**config.mk**
```make
export PLATFORM = sky130hd
export DESIGN_NAME = c2s_sqrt_cell
export DESIGN_NICKNAME = d
export VERILOG_FILES = /design/src/rtl/c2s_pkg.sv /design/src/rtl/c2s_sqrt_cell.sv
export SDC_FILE = /design/constraint.sdc
export NUM_CORES = 1
export LEC_CHECK = 0
export BUFFER_PORTS_ARGS = -buffer_cell sky130_fd_sc_hd__buf_2
export CELL_PAD_IN_SITES_DETAIL_PLACEMENT = 0
export CELL_PAD_IN_SITES_GLOBAL_PLACEMENT = 1
export CORE_MARGIN = 5
export CORE_UTILIZATION = 39
export DETAILED_ROUTE_END_ITERATION = 10
export PLACE_DENSITY_LB_ADDON = 0.1
export SLEW_MARGIN = 40
export SYNTH_ARGS = -nofsm -noshare
export SYNTH_HDL_FRONTEND = slang
export SYNTH_SLANG_ARGS = --single-unit
```
**constraint.sdc**
```tcl
create_clock -name clk -period 5.35 [get_ports clk]
set_clock_uncertainty 0.1 [all_clocks]
set_input_delay 0.2675 -clock clk [delete_from_list [all_inputs] [get_ports clk]]
set_output_delay 0.2675 -clock clk [all_outputs]
set_load 0.01 [all_outputs]
```
**src/rtl/c2s_pkg.sv**
```systemverilog
// Shared constants, types and tables of the Cartesian to spherical converter.
package c2s_pkg;

  localparam int COORD_W       = 24;
  localparam int SQ_W          = 48;
  localparam int RAD_W         = 64;
  localparam int SQRT_STAGES   = 32;
  localparam int CORDIC_STAGES = 16;
  localparam int TABLE_LEN     = 24;
  localparam int CD_RUN        = (CORDIC_STAGES < TABLE_LEN) ? CORDIC_STAGES : TABLE_LEN;
  localparam int SH_W          = $clog2(TABLE_LEN);
  localparam int CD_W          = 52;
  localparam int ANG_W         = 34;
  localparam int LIM_W         = 16;
  localparam int RADIUS_W      = 24;
  localparam int POLAR_W       = 15;
  localparam int AZIM_W        = 16;
  localparam int Q13_W         = ANG_W - 16;
  localparam int CFG_IDX_W     = 1;

  localparam logic [CFG_IDX_W-1:0] REG_NEAR_ORIGIN = 1'd0;
  localparam logic [CFG_IDX_W-1:0] REG_NEAR_AXIS   = 1'd1;
  localparam logic [LIM_W-1:0]     LIMIT_RESET     = 16'd26;

  localparam logic signed [ANG_W-1:0] ANG_HALF_PI = 34'sd843314857;
  localparam logic signed [ANG_W-1:0] ROUND_HALF  = 34'sd32768;
  localparam logic signed [Q13_W-1:0] PI_Q13      = 18'sd25736;

  typedef struct packed {
    logic [RAD_W-1:0] rem;
    logic [RAD_W-1:0] root;
  } sq_lane_t;

  typedef struct packed {
    logic signed [CD_W-1:0]  xv;
    logic signed [CD_W-1:0]  yv;
    logic signed [ANG_W-1:0] ang;
  } cd_lane_t;

  typedef struct packed {
    logic signed [COORD_W-1:0] x;
    logic signed [COORD_W-1:0] y;
    logic signed [COORD_W-1:0] z;
    logic                      origin_ok;
    logic                      axis_near;
  } side_t;

  typedef struct packed {
    logic [RADIUS_W-1:0] radius;
    logic                origin_ok;
    logic                axis_near;
  } tail_t;

  // Elementary angles atan(2^-i) in Q.29 radians.
  function automatic logic signed [ANG_W-1:0] atan_q29(input int i);
    logic signed [ANG_W-1:0] v;
    unique case (i)
      0:  v = 34'sd421657428;
      1:  v = 34'sd248918915;
      2:  v = 34'sd131521918;
      3:  v = 34'sd66762579;
      4:  v = 34'sd33510843;
      5:  v = 34'sd16771758;
      6:  v = 34'sd8387925;
      7:  v = 34'sd4194219;
      8:  v = 34'sd2097141;
      9:  v = 34'sd1048575;
      10: v = 34'sd524288;
      11: v = 34'sd262144;
      12: v = 34'sd131072;
      13: v = 34'sd65536;
      14: v = 34'sd32768;
      15: v = 34'sd16384;
      16: v = 34'sd8192;
      17: v = 34'sd4096;
      18: v = 34'sd2048;
      19: v = 34'sd1024;
      20: v = 34'sd512;
      21: v = 34'sd256;
      22: v = 34'sd128;
      23: v = 34'sd64;
      default: v = '0;
    endcase
    return v;
  endfunction

endpackage

```
**src/rtl/c2s_sqrt_cell.sv**
```systemverilog
// One digit of a pipelined square root, two independent lanes.
module c2s_sqrt_cell import c2s_pkg::*; (
  input  logic             clk,
  input  logic             en,
  input  logic [RAD_W-1:0] stage_bit,
  input  sq_lane_t         lane0_in,
  input  sq_lane_t         lane1_in,
  output sq_lane_t         lane0_out,
  output sq_lane_t         lane1_out
);

  sq_lane_t lane0_nxt;
  sq_lane_t lane1_nxt;
  sq_lane_t lane0_r;
  sq_lane_t lane1_r;

  function automatic sq_lane_t digit(input sq_lane_t l, input logic [RAD_W-1:0] b);
    sq_lane_t o;
    logic [RAD_W-1:0] trial;
    trial = l.root + b;
    if (l.rem >= trial) begin
      o.rem  = l.rem - trial;
      o.root = (l.root >> 1) + b;
    end else begin
      o.rem  = l.rem;
      o.root = l.root >> 1;
    end
    return o;
  endfunction

  always_comb begin
    lane0_nxt = digit(lane0_in, stage_bit);
    lane1_nxt = digit(lane1_in, stage_bit);
  end

  always_ff @(posedge clk) begin
    if (en) begin
      lane0_r <= lane0_nxt;
      lane1_r <= lane1_nxt;
    end
  end

  assign lane0_out = lane0_r;
  assign lane1_out = lane1_r;

endmodule

```
* After elaboration in Yosys (flattened, before gate mapping) *
Index checks and enable logic that the tools add are counted.

word-level totals
  output and inout port bits = 256
  bits in registers = 256

cells by class
  magnitude comparators = 2
  mux-type cells = 2
  $add $sub $neg = 6

operators by type and width
  cell                                number
  2-to-1 mux 128 bit                  2
  adder 63 x 64 -> 64 bit             2
  adder 64 bit                        2
  greater-or-equal comparator 64 bit  2
  subtractor 64 bit                   2

* Logic depth before layout (Yosys ltp) *
  depth in word-level cells = 3
  gate-level depth with buffers = 27

* Least setup slack after synthesis *
Ideal clock, no wire load.

  kind = input -> register
  start point = input port stage_bit[0]
  end point = register lane0_r, in the netlist lane0_out[109], data pin
  path buffers = 2
  library setup time = 260 ps
  required time = 4,990 ps
  stages on the path = 25
  path slack = 58 ps
  arrival time = 4,933 ps
  path through = ha_1 -> inv_1 -> fa_1 -> nor2b_1 -> o31a_1 -> o211ai_1 -> o221ai_1 -> a21oi_1 -> o21bai_1 -> a21oi_1 -> o41ai_1 -> a21oi_1 -> xor2_1 -> ha_1 -> and3_1 -> nand2_1 -> nor2_1 -> nand2_1 -> o31a_1 -> o21ai_0 -> a21o_1 -> a41oi_2 -> buf_6 -> buf_4 -> mux2_2

RTL lines
  item                    RTL line             source
  start: declaration      c2s_sqrt_cell.sv:5   input logic [RAD_W-1:0] stage_bit,
  end signal: assignment  c2s_sqrt_cell.sv:38  lane0_r <= lane0_nxt;
  end: declaration        c2s_sqrt_cell.sv:14  sq_lane_t lane0_r;

==> qor.txt <==
CP Cell Sequence: dlygate4sd3_1 -> buf_2 -> ha_1 -> buf_4 -> a21o_1 -> a211oi_1 -> o31a_1 -> or3_1 -> o41ai_1 -> buf_4 -> a211o_1 -> a21o_1 -> a21oi_1 -> xor2_1 -> ha_1 -> nand3_1 -> a21oi_1 -> o2111ai_1 -> a2bb2oi_4 -> buf_12 -> buf_12 -> buf_4 -> o21ai_0
Crit path max-delay family: compound AO/OA/AOI/OAI gates
Syn Inst Count: 4,143
Finished Cell Area: 46,100 um^2
RSZ-0062 raised after global routing: true
Most used cell, CP: buf_4
CTS tree: built
Critical path endpoint category: flip-flop
EDFF count, synth: 256
Fillers: 8,102
CTS Buf Count: 36
Top cell type by total area after synthesis: edfxtp_1
Die X: 300 um
Crit share post-route: 98.7%
Final setup fails: 0
Core ar.: 83,400 um^2
Synth top area cells: edfxtp_1 23%, ha_1 15%, a21oi_1 7.1%
FFs w/ async S/R, synth: 0%
Min Tclk post-route: 5.28 ns
First-pass GRT wire length: 204,000 um
I/O pins: 578
Pin count of the biggest net entering global routing: 115
Final Wtd Congestion: 0.966
Clk buf depth: 3
Area grow syn2layout: 40.9%
Maximum vdd ir drop: 0.000237 V
Fraction of layout cells with a size suffix above 1: 28.2%
Cell row count: 106
GR Layer Usage met3: 3.25%
Power Dens Cells: 309 nW/um^2
Wire per inst: 20.6 um
Footprint of the multi-input gates: 24,000 um^2
Clock slew at reported path FFs: 0.06 ns
DR vias/cell: 5.47
Initial core utilization: 39.3%
Cell area after placement: 42,500 um^2
Met1 Resource Use GR: 39.9%
Critical path peak fanout: 6
Root Driver: clkbuf_16
Die Area: 89,900 um^2
IO Port Bufs: 577
Fmax: 189 MHz
Yosys Warn Count: 0
Bufs and invs on worst path: 7
WP data arrival: 5.51 ns
Yosys top cell area share: 23.5%
Vias in the first global route: 35.8k
Nets@finish: 6,316
Measured slew at the worst slew-check pin: 0.844 ns
Maxcap violations: 0
Outcome: completed
CP Class: input pin to flip-flop
Worst path slowest cell: dlygate4sd3_1
Max-slew violation count: 0
Synthesized Nets: 4,851
H-tree levels: 2
Hold Fails Final Rpt: 0
WL final: 139,000 um
Remaining DRCs: 0
Register area: 7690 um^2
Synth unique cells: 93
Clk sinks: 256
Pre-Repair DR Iteration Count: 5
Dpl hpwl: 114,000 um
Die Span Y: 300 um
CP peak stage delay: 0.57 ns
Met2 usage: 46.6%
Commonest non-fill, non-tap cell in the layout: buf_4
Drt initial violations: 1,910
Synthesized area per cell: 7.91 um^2
Leakage power: 21.4 nW
Yosys reg bits: 256
Register area share after synthesis: 23.5%
Total power: 14.2 mW
Vias post-DR: 36.9k
Crit path launch type: input pin
GRT Resource Usage Total: 28.6%
Total gr overflow: 0
Primary FF master, synth: edfxtp_1
Hold crit path type: input pin to flip-flop
Req. time, crit path: 5.58 ns
Busiest grt layer: met2
Antenna Nets Post-Route: 0
Commonest cells after routing, fill and taps aside: 825 x buf_4, 575 x buf_2, 545 x nand2_1
Headroom to the max-slew limit: 43.7%
Synthesized cell area: 32,800 um^2
Antenna violations before repair: 25
stage by stage:
stage               hold slack, ns  setup TNS [ns]  cells  utilization (%)  setup WS, ns
finish                      0.0244               0   6740             55.3        0.0689
detailed placement           0.471         -110.40   6438             50.9        -0.640
CTS                        0.00136               0   6696             54.6        0.0235
global placement             0.465          -85.40   6438             50.9        -0.555
global route               0.00859          -0.110   6728             55.3       -0.0815
floorplan                    0.280               0   4143                -        0.0576
cells by family (layout without fill, tap and decap cells):
kind of cell	after synthesis	in the layout	share of synthesized area [%]
DFF	256	256	23.5
muxes	25	25	0.852
and+or+nand+nor	1239	1239	17.6
buffers and inverters	305	1798	3.92
adders and majority gates	386	386	14.9
other	0	24	0
xor gates and xnor gates	354	354	9.47
AOI/OAI and AO/OA	1578	1578	29.8
metal layers:
layer | vias up | part of all wire (%)
met5 | - | 0.022
met4 | 6 | 3.6
met3 | 218 | 5.5
met2 | 1068 | 45
met1 | 17074 | 46
li1 | 18497 | -
flip-flops by register name, summed over array words and instances (netlist names):
| name | cells |
|---|---|
| lane0_out | 128 |
| lane1_out | 128 |
layout make-up:
type	instances	share of cell area, %
Clock inverter	24	0.388
Multi-Input combinational cell	3582	52.1
Sequential cell	256	16.7
Antenna cell	24	0.130
Inverter	116	0.952
Clock buffer	42	2.05
Tap cell	1080	2.93
Timing Repair Buffer	1616	24.8
path summary, 6_finish.rpt:
path | from | cells past startpoint | end | slack, ns
hold / removal | en | 1 | lane1_out[116] | 0.02
setup / recovery | lane1_in[24] | 23 | lane1_out[39] | 0.07
power by group:
part / switching, mW / internal, mW / total (mW)
sequential: 0.209 / 2.94 / 3.15
combinational: 4.70 / 4.00 / 8.70
clock: 1.03 / 1.36 / 2.39
total: 5.94 / 8.31 / 14.2
Yosys cell counts (41+ instances only):
library cell,number
nand4_1,109
nor2_1,210
clkbuf_1,144
xnor2_1,199
nand3_1,96
o21ai_0,427
a31oi_1,48
ha_1,380
inv_1,116
a21oi_1,465
o21a_1,45
nand2_1,546
xor2_1,155
edfxtp_1,256
o21bai_1,80
a21o_1,202
nor3_1,62
and3_1,41
what timing repair did:
item	CTS	global route
pin swaps	0	12
hold buffers	192	0
resized for setup	3	65
hold endpoints to repair	192	0
gates cloned	0	7
buffers inserted	0	13
setup endpoints to repair	12	256
Note: power is estimated with default switching activity, not from simulation.
